### src/rtl/polygon_area_perimeter_bbox_defines.svh
// ----------------------------------------------------------------------------
// polygon_area_perimeter_bbox_defines.svh
// Assertion macros for the polygon area / perimeter / bounding box block.
// Define NO_ASSERTIONS to compile them out.
// ----------------------------------------------------------------------------
`ifndef POLYGON_AREA_PERIMETER_BBOX_DEFINES_SVH
`define POLYGON_AREA_PERIMETER_BBOX_DEFINES_SVH

`ifndef NO_ASSERTIONS

// same-cycle implication
`define PAPB_ASSERT_IMP(label, clk, rst, ante, cons) \
  label: assert property (@(posedge clk) disable iff (rst) (ante) |-> (cons)) \
    else $error("papb assertion failed");

// next-cycle implication
`define PAPB_ASSERT_NEXT(label, clk, rst, ante, cons) \
  label: assert property (@(posedge clk) disable iff (rst) (ante) |=> (cons)) \
    else $error("papb assertion failed");

`else

`define PAPB_ASSERT_IMP(label, clk, rst, ante, cons)
`define PAPB_ASSERT_NEXT(label, clk, rst, ante, cons)

`endif

`endif

### src/rtl/papb_pkg.sv
// ----------------------------------------------------------------------------
// papb_pkg
// Widths, limits and types shared by the polygon block and its interfaces.
// ----------------------------------------------------------------------------
package papb_pkg;

  localparam int COORD_BITS   = 20;
  localparam int MAX_VERTICES = 4096;
  localparam int MIN_VERTICES = 2;

  localparam int DIFF_W  = COORD_BITS + 1;       // coordinate difference
  localparam int HI_W    = DIFF_W + 1;           // multiplier upper half
  localparam int PROD_W  = 2 * DIFF_W;           // full product
  localparam int ROOT_W  = DIFF_W;               // edge length
  localparam int REM_W   = ROOT_W + 2;           // root remainder
  localparam int TRY_W   = ROOT_W + 4;           // root trial compare
  localparam int CROSS_W = 54;
  localparam int LEN_W   = 34;
  localparam int HALF_W  = LEN_W - 1;
  localparam int AREA_W  = 52;
  localparam int COUNT_W = $clog2(MAX_VERTICES + 1);
  localparam int STEP_W  = $clog2(AREA_W);

  typedef logic signed [COORD_BITS-1:0] coord_t;
  typedef logic signed [DIFF_W-1:0]     diff_t;
  typedef logic        [LEN_W-1:0]      len_t;
  typedef logic        [HALF_W-1:0]     half_t;
  typedef logic        [AREA_W-1:0]     area_t;
  typedef logic        [COUNT_W-1:0]    count_t;

  localparam coord_t COORD_POS = {1'b0, {(COORD_BITS-1){1'b1}}};
  localparam coord_t COORD_NEG = {1'b1, {(COORD_BITS-1){1'b0}}};

endpackage

### src/rtl/papb_if.sv
// ----------------------------------------------------------------------------
// papb_if
// Valid/ready channels of the polygon block: vertex beats in, result beats out.
// ----------------------------------------------------------------------------
interface papb_vertex_if;
  import papb_pkg::*;

  logic   valid;
  logic   ready;
  coord_t x;
  coord_t y;
  logic   last_vertex;

  modport source (output valid, x, y, last_vertex, input ready);
  modport sink   (input valid, x, y, last_vertex, output ready);
endinterface

interface papb_result_if;
  import papb_pkg::*;

  logic   valid;
  logic   ready;
  area_t  area;
  logic   clockwise;
  len_t   perimeter;
  half_t  half_perimeter;
  len_t   mean_width;
  coord_t box_x_low;
  coord_t box_x_high;
  coord_t box_y_low;
  coord_t box_y_high;
  count_t vertex_total;
  logic   degenerate;

  modport source (output valid, area, clockwise, perimeter, half_perimeter, mean_width,
                  box_x_low, box_x_high, box_y_low, box_y_high, vertex_total,
                  degenerate, input ready);
  modport sink   (input valid, area, clockwise, perimeter, half_perimeter, mean_width,
                  box_x_low, box_x_high, box_y_low, box_y_high, vertex_total,
                  degenerate, output ready);
endinterface

### src/rtl/polygon_area_perimeter_bbox.sv
// ----------------------------------------------------------------------------
// polygon_area_perimeter_bbox
// Streams polygon vertices and reports area, orientation, perimeter, mean
// width and bounding box when the last vertex closes the polygon.
// ----------------------------------------------------------------------------
// Each edge is worked out bit-serially: four 21-bit shift-add multipliers
// (two cross products, two squared differences) run first, then a
// restoring square root follows, one root bit a cycle, and the S_ACC and
// S_LEN states fold the cross term and the edge length into their sums. A
// vertex that opens an edge therefore holds ready low until S_LEN is done,
// so the next vertex is not taken before its edge is through; the first
// vertex of a polygon opens no edge unless it is also the last. The last
// vertex also runs the closing edge, a result setup step (S_FIN) and a
// restoring divide for the mean width (the divide is skipped for a degenerate
// polygon). The result sits in an output register, so the next polygon's
// vertices are taken while a result waits downstream.
// ----------------------------------------------------------------------------
`include "polygon_area_perimeter_bbox_defines.svh"

module polygon_area_perimeter_bbox (
  input  logic            clk,
  input  logic            rst,
  papb_vertex_if.sink     vertex,
  papb_result_if.source   result
);
  import papb_pkg::*;

  localparam logic [2:0] S_IDLE = 3'd0;
  localparam logic [2:0] S_MUL  = 3'd1;
  localparam logic [2:0] S_ACC  = 3'd2;
  localparam logic [2:0] S_SQRT = 3'd3;
  localparam logic [2:0] S_LEN  = 3'd4;
  localparam logic [2:0] S_FIN  = 3'd5;
  localparam logic [2:0] S_DIV  = 3'd6;
  localparam logic [2:0] S_OUT  = 3'd7;

  localparam logic [STEP_W-1:0] MUL_LAST  = STEP_W'(DIFF_W - 1);
  localparam logic [STEP_W-1:0] ROOT_LAST = STEP_W'(ROOT_W - 1);
  localparam logic [STEP_W-1:0] DIV_LAST  = STEP_W'(AREA_W - 1);

  // control
  logic [2:0]        state;
  logic [STEP_W-1:0] step;
  logic              is_close;    // edge in flight is the closing edge
  logic              close_pend;  // closing edge follows the current one

  // polygon state
  coord_t                     first_x, first_y, prev_x, prev_y, cur_x, cur_y;
  logic signed [CROSS_W-1:0]  cross_sum;
  len_t                       length_sum;
  coord_t                     min_x_seen, max_x_seen, min_y_seen, max_y_seen;
  count_t                     count_seen;

  // serial multipliers
  diff_t             mul_a   [4];
  logic [HI_W-1:0]   mul_hi  [4];
  logic [DIFF_W-1:0] mul_lo  [4];
  logic [HI_W-1:0]   mul_add [4];
  logic [HI_W-1:0]   mul_sum [4];
  logic [PROD_W-1:0] prod    [4];
  diff_t             op_a    [4];
  diff_t             op_b    [4];

  // square root
  logic [PROD_W-1:0] rad;
  logic [REM_W-1:0]  rem;
  logic [ROOT_W-1:0] root;
  logic [TRY_W-1:0]  sq_rem_t, sq_trial, sq_diff;
  logic              sq_ge;

  // result setup and divide
  area_t             area_r;
  logic              cw_r;
  len_t              perim_r;
  half_t             half_r;
  logic              degen_r;
  area_t             dq;
  half_t             drem;
  logic [HALF_W:0]   dv_rt, dv_diff;
  logic              dv_ge;

  // combinational helpers
  logic              accept, mul_start, out_load;
  coord_t            ea_x, ea_y, eb_x, eb_y;
  diff_t             dx, dy;
  logic [CROSS_W:0]  cs_full;
  logic [CROSS_W-1:0] cs_sat;
  logic [LEN_W:0]    ls_full;
  len_t              ls_sat;
  logic [CROSS_W-1:0] mag;
  area_t             area_sat;
  half_t             half_w;
  logic              degen, cw;
  len_t              width_sat;

  assign vertex.ready = (state == S_IDLE);
  assign accept       = vertex.valid && vertex.ready;
  assign mul_start    = (accept && (count_seen != '0 || vertex.last_vertex)) ||
                        (state == S_LEN && close_pend);
  assign out_load     = (state == S_OUT) && (!result.valid || result.ready);

  // edge endpoints: prev->new on accept, self edge for a lone vertex, closing edge in S_LEN
  always_comb begin
    if (state == S_LEN) begin
      ea_x = cur_x;    ea_y = cur_y;    eb_x = first_x;  eb_y = first_y;
    end else if (count_seen != '0) begin
      ea_x = prev_x;   ea_y = prev_y;   eb_x = vertex.x; eb_y = vertex.y;
    end else begin
      ea_x = vertex.x; ea_y = vertex.y; eb_x = vertex.x; eb_y = vertex.y;
    end
  end

  always_comb begin
    dx = {ea_x[COORD_BITS-1], ea_x} - {eb_x[COORD_BITS-1], eb_x};
    dy = {ea_y[COORD_BITS-1], ea_y} - {eb_y[COORD_BITS-1], eb_y};
    op_a[0] = {ea_x[COORD_BITS-1], ea_x};
    op_b[0] = {eb_y[COORD_BITS-1], eb_y};
    op_a[1] = {ea_y[COORD_BITS-1], ea_y};
    op_b[1] = {eb_x[COORD_BITS-1], eb_x};
    op_a[2] = dx;
    op_b[2] = dx;
    op_a[3] = dy;
    op_b[3] = dy;
  end

  // one multiplier bit per cycle; the sign bit of the multiplier subtracts
  always_comb begin
    for (int i = 0; i < 4; i++) begin
      if (!mul_lo[i][0]) begin
        mul_add[i] = '0;
      end else if (step == '0) begin
        mul_add[i] = ~{mul_a[i][DIFF_W-1], mul_a[i]} + HI_W'(1);
      end else begin
        mul_add[i] = {mul_a[i][DIFF_W-1], mul_a[i]};
      end
      mul_sum[i] = mul_hi[i] + mul_add[i];
      prod[i]    = {mul_hi[i][DIFF_W-1:0], mul_lo[i]};
    end
  end

  // cross term into the shoelace sum, saturating
  always_comb begin
    cs_full = {cross_sum[CROSS_W-1], cross_sum}
            + {{(CROSS_W+1-PROD_W){prod[0][PROD_W-1]}}, prod[0]}
            - {{(CROSS_W+1-PROD_W){prod[1][PROD_W-1]}}, prod[1]};
    if (cs_full[CROSS_W] != cs_full[CROSS_W-1]) begin
      cs_sat = cs_full[CROSS_W] ? {1'b1, {(CROSS_W-1){1'b0}}} : {1'b0, {(CROSS_W-1){1'b1}}};
    end else begin
      cs_sat = cs_full[CROSS_W-1:0];
    end
  end

  always_comb begin
    sq_rem_t = {rem, rad[PROD_W-1 -: 2]};
    sq_trial = {2'b00, root, 2'b01};
    sq_ge    = (sq_rem_t >= sq_trial);
    sq_diff  = sq_rem_t - sq_trial;
  end

  always_comb begin
    ls_full = {1'b0, length_sum} + {{(LEN_W+1-ROOT_W){1'b0}}, root};
    ls_sat  = ls_full[LEN_W] ? {LEN_W{1'b1}} : ls_full[LEN_W-1:0];
  end

  always_comb begin
    mag      = cross_sum[CROSS_W-1] ? (~cross_sum + CROSS_W'(1)) : cross_sum;
    area_sat = mag[CROSS_W-1] ? {AREA_W{1'b1}} : mag[AREA_W:1];
    half_w   = length_sum[LEN_W-1:1];
    degen    = (count_seen < COUNT_W'(MIN_VERTICES)) || (half_w == '0);
    cw       = !cross_sum[CROSS_W-1] && (cross_sum != '0);
  end

  always_comb begin
    dv_rt     = {drem, dq[AREA_W-1]};
    dv_ge     = (dv_rt >= {1'b0, half_r});
    dv_diff   = dv_rt - {1'b0, half_r};
    width_sat = (dq[AREA_W-1:LEN_W] != '0) ? {LEN_W{1'b1}} : dq[LEN_W-1:0];
  end

  // control and polygon state
  always_ff @(posedge clk) begin
    if (rst) begin
      state      <= S_IDLE;
      step       <= '0;
      is_close   <= 1'b0;
      close_pend <= 1'b0;
      cross_sum  <= '0;
      length_sum <= '0;
      min_x_seen <= COORD_POS;
      max_x_seen <= COORD_NEG;
      min_y_seen <= COORD_POS;
      max_y_seen <= COORD_NEG;
      count_seen <= '0;
    end else begin
      case (state)
        S_IDLE: begin
          if (accept) begin
            if (vertex.x < min_x_seen) min_x_seen <= vertex.x;
            if (vertex.x > max_x_seen) max_x_seen <= vertex.x;
            if (vertex.y < min_y_seen) min_y_seen <= vertex.y;
            if (vertex.y > max_y_seen) max_y_seen <= vertex.y;
            if (count_seen < COUNT_W'(MAX_VERTICES)) count_seen <= count_seen + COUNT_W'(1);
            is_close   <= (count_seen == '0) && vertex.last_vertex;
            close_pend <= (count_seen != '0) && vertex.last_vertex;
            if (mul_start) begin
              state <= S_MUL;
              step  <= MUL_LAST;
            end
          end
        end
        S_MUL: begin
          if (step == '0) state <= S_ACC;
          else            step  <= step - STEP_W'(1);
        end
        S_ACC: begin
          cross_sum <= cs_sat;
          state     <= S_SQRT;
          step      <= ROOT_LAST;
        end
        S_SQRT: begin
          if (step == '0) state <= S_LEN;
          else            step  <= step - STEP_W'(1);
        end
        S_LEN: begin
          length_sum <= ls_sat;
          if (close_pend) begin
            close_pend <= 1'b0;
            is_close   <= 1'b1;
            state      <= S_MUL;
            step       <= MUL_LAST;
          end else if (is_close) begin
            state <= S_FIN;
          end else begin
            state <= S_IDLE;
          end
        end
        S_FIN: begin
          state <= degen ? S_OUT : S_DIV;
          step  <= DIV_LAST;
        end
        S_DIV: begin
          if (step == '0) state <= S_OUT;
          else            step  <= step - STEP_W'(1);
        end
        S_OUT: begin
          if (out_load) begin
            cross_sum  <= '0;
            length_sum <= '0;
            min_x_seen <= COORD_POS;
            max_x_seen <= COORD_NEG;
            min_y_seen <= COORD_POS;
            max_y_seen <= COORD_NEG;
            count_seen <= '0;
            is_close   <= 1'b0;
            state      <= S_IDLE;
          end
        end
        default: state <= S_IDLE;
      endcase
    end
  end

  // datapath
  always_ff @(posedge clk) begin
    if (accept) begin
      cur_x  <= vertex.x;
      cur_y  <= vertex.y;
      prev_x <= vertex.x;
      prev_y <= vertex.y;
      if (count_seen == '0) begin
        first_x <= vertex.x;
        first_y <= vertex.y;
      end
    end

    if (mul_start) begin
      for (int i = 0; i < 4; i++) begin
        mul_a[i]  <= op_a[i];
        mul_lo[i] <= op_b[i];
        mul_hi[i] <= '0;
      end
    end else if (state == S_MUL) begin
      for (int i = 0; i < 4; i++) begin
        mul_hi[i] <= {mul_sum[i][HI_W-1], mul_sum[i][HI_W-1:1]};
        mul_lo[i] <= {mul_sum[i][0], mul_lo[i][DIFF_W-1:1]};
      end
    end

    case (state)
      S_ACC: begin
        rad  <= prod[2] + prod[3];
        rem  <= '0;
        root <= '0;
      end
      S_SQRT: begin
        rem  <= sq_ge ? sq_diff[REM_W-1:0] : sq_rem_t[REM_W-1:0];
        root <= {root[ROOT_W-2:0], sq_ge};
        rad  <= {rad[PROD_W-3:0], 2'b00};
      end
      S_FIN: begin
        degen_r <= degen;
        cw_r    <= !degen && cw;
        area_r  <= degen ? '0 : area_sat;
        perim_r <= degen ? '0 : length_sum;
        half_r  <= degen ? '0 : half_w;
        dq      <= area_sat;
        drem    <= '0;
      end
      S_DIV: begin
        drem <= dv_ge ? dv_diff[HALF_W-1:0] : dv_rt[HALF_W-1:0];
        dq   <= {dq[AREA_W-2:0], dv_ge};
      end
      default: begin
      end
    endcase
  end

  // output register
  always_ff @(posedge clk) begin
    if (rst) begin
      result.valid <= 1'b0;
    end else if (out_load) begin
      result.valid <= 1'b1;
    end else if (result.ready) begin
      result.valid <= 1'b0;
    end
  end

  always_ff @(posedge clk) begin
    if (out_load) begin
      result.area           <= area_r;
      result.clockwise      <= cw_r;
      result.perimeter      <= perim_r;
      result.half_perimeter <= half_r;
      result.mean_width     <= degen_r ? '0 : width_sat;
      result.box_x_low      <= min_x_seen;
      result.box_x_high     <= max_x_seen;
      result.box_y_low      <= min_y_seen;
      result.box_y_high     <= max_y_seen;
      result.vertex_total   <= count_seen;
      result.degenerate     <= degen_r;
    end
  end

  // no new vertex while a polygon is being closed
  `PAPB_ASSERT_IMP(a_close_blocks_input, clk, rst, is_close || close_pend, !vertex.ready)
  // once a vertex is in, the box is well ordered
  `PAPB_ASSERT_IMP(a_box_ordered, clk, rst, count_seen != '0, (min_x_seen <= max_x_seen) && (min_y_seen <= max_y_seen))
  // divider remainder stays below the divisor
  `PAPB_ASSERT_IMP(a_div_rem_bound, clk, rst, state == S_DIV, (half_r != '0) && (drem < half_r))
  // loading a result starts a fresh polygon
  `PAPB_ASSERT_NEXT(a_out_clears, clk, rst, out_load, result.valid && (count_seen == '0) && (state == S_IDLE))

endmodule
### src/flat_wrapper.sv
// flat-port wrapper written by rule: the top's interface ports become plain ports
module polygon_area_perimeter_bbox_flat import papb_pkg::*;
  (clk, rst, vertex_valid, vertex_x, vertex_y, vertex_last_vertex, vertex_ready, result_valid, result_area, result_clockwise, result_perimeter, result_half_perimeter, result_mean_width, result_box_x_low, result_box_x_high, result_box_y_low, result_box_y_high, result_vertex_total, result_degenerate, result_ready);
  papb_vertex_if vertex_i ();
  papb_result_if result_i ();
  input  logic clk;
  input  logic rst;
  input wire logic [$bits(vertex_i.valid)-1:0] vertex_valid;
  input wire logic [$bits(vertex_i.x)-1:0] vertex_x;
  input wire logic [$bits(vertex_i.y)-1:0] vertex_y;
  input wire logic [$bits(vertex_i.last_vertex)-1:0] vertex_last_vertex;
  output wire logic [$bits(vertex_i.ready)-1:0] vertex_ready;
  output wire logic [$bits(result_i.valid)-1:0] result_valid;
  output wire logic [$bits(result_i.area)-1:0] result_area;
  output wire logic [$bits(result_i.clockwise)-1:0] result_clockwise;
  output wire logic [$bits(result_i.perimeter)-1:0] result_perimeter;
  output wire logic [$bits(result_i.half_perimeter)-1:0] result_half_perimeter;
  output wire logic [$bits(result_i.mean_width)-1:0] result_mean_width;
  output wire logic [$bits(result_i.box_x_low)-1:0] result_box_x_low;
  output wire logic [$bits(result_i.box_x_high)-1:0] result_box_x_high;
  output wire logic [$bits(result_i.box_y_low)-1:0] result_box_y_low;
  output wire logic [$bits(result_i.box_y_high)-1:0] result_box_y_high;
  output wire logic [$bits(result_i.vertex_total)-1:0] result_vertex_total;
  output wire logic [$bits(result_i.degenerate)-1:0] result_degenerate;
  input wire logic [$bits(result_i.ready)-1:0] result_ready;
  assign vertex_i.valid = vertex_valid;
  assign vertex_i.x = vertex_x;
  assign vertex_i.y = vertex_y;
  assign vertex_i.last_vertex = vertex_last_vertex;
  assign vertex_ready = vertex_i.ready;
  assign result_valid = result_i.valid;
  assign result_area = result_i.area;
  assign result_clockwise = result_i.clockwise;
  assign result_perimeter = result_i.perimeter;
  assign result_half_perimeter = result_i.half_perimeter;
  assign result_mean_width = result_i.mean_width;
  assign result_box_x_low = result_i.box_x_low;
  assign result_box_x_high = result_i.box_x_high;
  assign result_box_y_low = result_i.box_y_low;
  assign result_box_y_high = result_i.box_y_high;
  assign result_vertex_total = result_i.vertex_total;
  assign result_degenerate = result_i.degenerate;
  assign result_i.ready = result_ready;
  polygon_area_perimeter_bbox u_core (.clk(clk), .rst(rst), .vertex(vertex_i), .result(result_i));
endmodule
### config.mk
export PLATFORM = sky130hd
export DESIGN_NAME = polygon_area_perimeter_bbox_flat
export DESIGN_NICKNAME = d
export VERILOG_FILES = /design/src/rtl/papb_pkg.sv /design/src/rtl/papb_if.sv /design/src/rtl/polygon_area_perimeter_bbox.sv /design/src/flat_wrapper.sv
export VERILOG_INCLUDE_DIRS = /design/src /design/src/rtl
export SDC_FILE = /design/constraint.sdc
export NUM_CORES = 2
export LEC_CHECK = 0
export BUFFER_PORTS_ARGS = -buffer_cell sky130_fd_sc_hd__buf_4
export CAP_MARGIN = 20
export CORE_MARGIN = 2
export CORE_UTILIZATION = 45
export DETAILED_ROUTE_END_ITERATION = 6
export PLACE_DENSITY = 0.69
export SLEW_MARGIN = 40
export SYNTH_ARGS = -nofsm -noshare
export SYNTH_HDL_FRONTEND = slang
export SYNTH_SLANG_ARGS = --single-unit
### constraint.sdc
create_clock -name clk -period 9.5 [get_ports clk]
set_input_delay 1.9 -clock clk [delete_from_list [all_inputs] [get_ports clk]]
set_output_delay 1.9 -clock clk [all_outputs]
set_load 0.01 [all_outputs]
==> flow_results.org <==
** CTS
- After clock tree synthesis, the clock-pin slew on the worst setup and hold paths is 60 ps.
- The tree is rooted in a clkbuf_16.
- Post-cts resize count :: 0
- Deepest clock path buffer count :: 3
- Hold bufs inserted after CTS :: 0
- Number of sinks on the clock net :: 997
- TritonCTS created 109 clock buffers.
- In this run the number of H-tree levels came out at 3.
- Source-to-sink clock delay at the later pin of the worst-skew pair :: 750 ps
- Once the clock tree was built, the setup fixing pass inserted 0 buffers.
- CTS tree :: yes

** Global routing
- Across every metal layer, demand over resource in global routing totals 24.7%.
- First-pass GRT wire length :: 260 mm
- Initial antenna violation count :: 10
- Global route total overflow :: 0
- Vias in the first global route :: 43500
- Largest net degree at the start of global routing :: 114

** Finish
- Area growth from synthesis to final layout :: 12.6%
- Post-layout nets :: 6720
- With fillers left out, the area of the finished cells amounts to 67000 um2.
- The filler cells instantiated in the layout total 11800.
- The post-route netlist has 9.86% of its cells at a drive strength greater than 1.

** STA
- Clock Skews :: 41.7 ps
- Worst-Margin Slew :: 827 ps
- In this run the tightest slew margin relative to its limit is 43.3%.
- Endpoints failing setup :: 0
- Counting I/O delays and the setup requirement, the final critical path takes 5780 ps.
- The number of endpoints with negative hold slack in the final report is 0.
- Setup repair after global routing missed its margin :: no
- Across all setup checks in the final design, the least slack found is 3720 ps.
- The final-report max-slew violation count came to 0.
- Post-route clock period utilization :: 60.9%
- Setup TNS :: 0 ps
- Max Clk Rate :: 0.173 GHz

** Placed design
- Summing all placed instances gives a cell area of 63300 um2.
- After legalization and detailed placement, the total HPWL measured 128 mm.
- During placement, the flow inserted port buffers numbering 294.
- Timing analysis after detailed placement gives a worst setup slack of 3840 ps.
- Placer's final routability congestion estimate :: 0.946

** Job
- The tool flagged a number of max-cap violations equal to 0.

** Synth
- Synth Cell Area :: 59500 um2
- By area the synthesized netlist is led by edfxtp_1 41%, ha_1 8.1%, dfxtp_1 6.5%.
- Sequential-to-total area share from yosys stat :: 47.0%
- Number of enable-type register cells in the synthesized netlist :: 804
- Yosys cell types :: 107
- Yosys warnings :: 0
- Mean instance size in the synthesized netlist :: 9.85 um2
- In this run the biggest area consumer among cell types represents 40.6% of the synthesized area.
- Counting every net in the synthesized netlist gives 6539.
- Post-synth top area cell :: edfxtp_1
- In the synthesized netlist the dominant register cell turns out to be edfxtp_1.
- Count of mapped cells out of synthesis :: 6047
- Of all flip-flops after synthesis, the portion carrying an async set or reset was 0%.
- Number of register bits inferred by synthesis :: 997

** Route
- The first detailed-routing pass ran for 6 iterations.
- Vias after detailed routing :: 46400
- In the final routed layout, each cell accounts on average for 21.4 um.
- Using the TritonRoute via totals, the vias-per-cell ratio works out to 5.74.
- The detailed router finished its first iteration with 4535 violations.
- Once detail routing completed, the nets flagged for antenna violations numbered 0.
- For this run, design rule violations remaining after detail routing come to 0.
- Summed over all layers, the routed wires come to 172 mm.

** Worst hold path
- Worst min-delay path class :: reg -> reg

** Critical path
- In this run the critical register-to-register path is launched from u_core.state[2]$_SDFFE_PP0P_.
- Together, buffers and inverters on the worst path number 2.
- Worst endpoint required time :: 9990 ps
- Instance count on the critical path :: 17
- Kind of cell adding the most delay to the critical path :: simple AND/OR/NAND/NOR gates
- The signal on the critical path passes through nand2_1 > nand2_1 > buf_4 > nor2_1 > a21oi_1 > ha_1 > inv_1 > fa_1 > a21o_1 > and2_1 > o31ai_2 > o211a_1 > o221ai_1 > nand4_1 > a21bo_2 > a21oi_1 > mux2_2.
- Reg2Reg Depth :: 17
- Worst Path Max Fanout :: 28
- For flop-to-flop paths, the worst setup slack is 3720 ps.
- Worst reg2reg path endpoint :: u_core.mul_lo[0][81]$_DFFE_PP_
- Endpoint class of the critical path :: flop
- STA classifies the critical path startpoint as a flop.
- Tracing the worst setup path back leads to its startpoint at u_core.state[2]$_SDFFE_PP0P_.
- The critical path in this run is classified as reg -> reg.
- For this run, the slowest stage of the critical path takes 840 ps.
- Cell at the slowest stage of the critical path :: dfxtp_1
- At the worst endpoint, the arrival time is 6270 ps.
- In this run the worst setup path terminates at u_core.mul_lo[0][81]$_DFFE_PP_.

** Run status
- Outcome :: finished, final reports clean

** Floorplan
- Initial Utilization :: 45.3%
- The total area inside the core boundary comes to 131000 um2.
- In this run the core area contains 133 standard-cell rows.
- I/O pin count :: 295
- Floorplan die area :: 135000 um2
- Die outline height :: 368 um
- In this run the horizontal extent of the chip is 368 um.
==> cells in the mapped netlist, drive strengths merged (15+ instances only) <==
master,number
a211oi,54
a21boi,22
a21o,167
a21oi,496
a31oi,53
and2,128
and3,40
and4,15
buf,74
clkbuf,199
dfxtp,193
edfxtp,804
fa,63
ha,384
inv,466
mux2,16
mux2i,68
nand2,549
nand2b,81
nand3,97
nand3b,20
nand4,52
nor2,644
nor2b,41
nor3,107
nor3b,29
nor4,49
o211ai,23
o21a,77
o21ai,313
o21bai,42
o31ai,55
o41ai,19
or2,20
or3,51
xnor2,220
xor2,119
==> registers in the layout (all words and copies together), names as in the netlist, 34 cells and up <==
signal / flops
u_core.area_r: 52
u_core.cross_sum: 54
u_core.dq: 52
u_core.length_sum: 34
u_core.mul_a: 82
u_core.mul_hi: 84
u_core.mul_lo: 84
u_core.rad: 42
u_core.result.area: 52
u_core.result.mean_width: 34
==> layout by cell type (no fill, tap or decap), drive strengths merged, types with 68 or more instances in the layout <==
cell    count
a21o      167
a21oi     496
and2      128
buf       343
clkbuf    136
dfxtp     193
edfxtp    804
ha        384
inv       470
mux2i      68
nand2     549
nand2b     81
nand3      97
nor2      644
nor3      107
o21a       77
o21ai     313
xnor2     220
xor2      119
==> layout make-up <==
class | count | area [um2] | share of cell area [%]
sequential | 997 | 28000 | 41.8
clock buffer | 136 | 2900 | 4.33
inverter | 466 | 1760 | 2.63
tap | 1755 | 2200 | 3.28
clock inverter | 67 | 747 | 1.11
multi-input combinational | 4311 | 28700 | 42.9
antenna | 2 | 5.00 | 0.00747
timing repair buffer | 343 | 2650 | 3.96
==> worst min path at each step <==
stage	from	end	slack [ps]	cells after the start
6_report	u_core.area_r[39]$_SDFFCE_PN0P_	u_core.result.area[39]$_DFFE_PP_	420	0
5_1_grt	u_core.area_r[6]$_SDFFCE_PN0P_	u_core.result.area[6]$_DFFE_PP_	420	0
4_1_cts	u_core.area_r[6]$_SDFFCE_PN0P_	u_core.result.area[6]$_DFFE_PP_	410	0
3_3_place_gp	u_core.area_r[12]$_SDFFCE_PN0P_	u_core.result.area[12]$_DFFE_PP_	400	0
3_5_place_dp	u_core.area_r[39]$_SDFFCE_PN0P_	u_core.result.area[39]$_DFFE_PP_	400	0
2_1_floorplan	u_core.area_r[0]$_SDFFCE_PN0P_	u_core.result.area[0]$_DFFE_PP_	400	0
==> metal layers <==
layer / track usage (%) / routed length [um]
met1: 34.5 / 74800
met2: 38.8 / 77700
met5: 0 / 69
met4: 8.46 / 5900
met3: 4.42 / 13900
==> metrics by stage <==
stage | hold WS, ps | utilization (%) | std cells
2_1_floorplan | 400 | - | 6047
3_3_place_gp | 403 | 48.1 | 7869
3_5_place_dp | 405 | 48.2 | 7872
4_1_cts | 413 | 50.9 | 8075
5_1_grt | 420 | 51.0 | 8075
6_report | 418 | 51.0 | 8077
==> cell families (layout without fill, tap and decap cells) <==
kind of cell               Yosys count  count (layout)  synth area share, %
muxes                               84              84                 1.45
DFF                                997             997                 47.0
and+or+nand+nor                   1951            1951                 15.4
buffers and inverters              739            1012                 4.96
xor gates and xnor gates           339             339                 5.00
AOI/OAI and AO/OA                 1488            1488                 15.9
other                                0               2                    0
adders and majority gates          449             449                 10.2
Power is left out: the tool's default activity adds up to more than one toggle a clock period on the data nets, which glitch-free logic cannot reach.
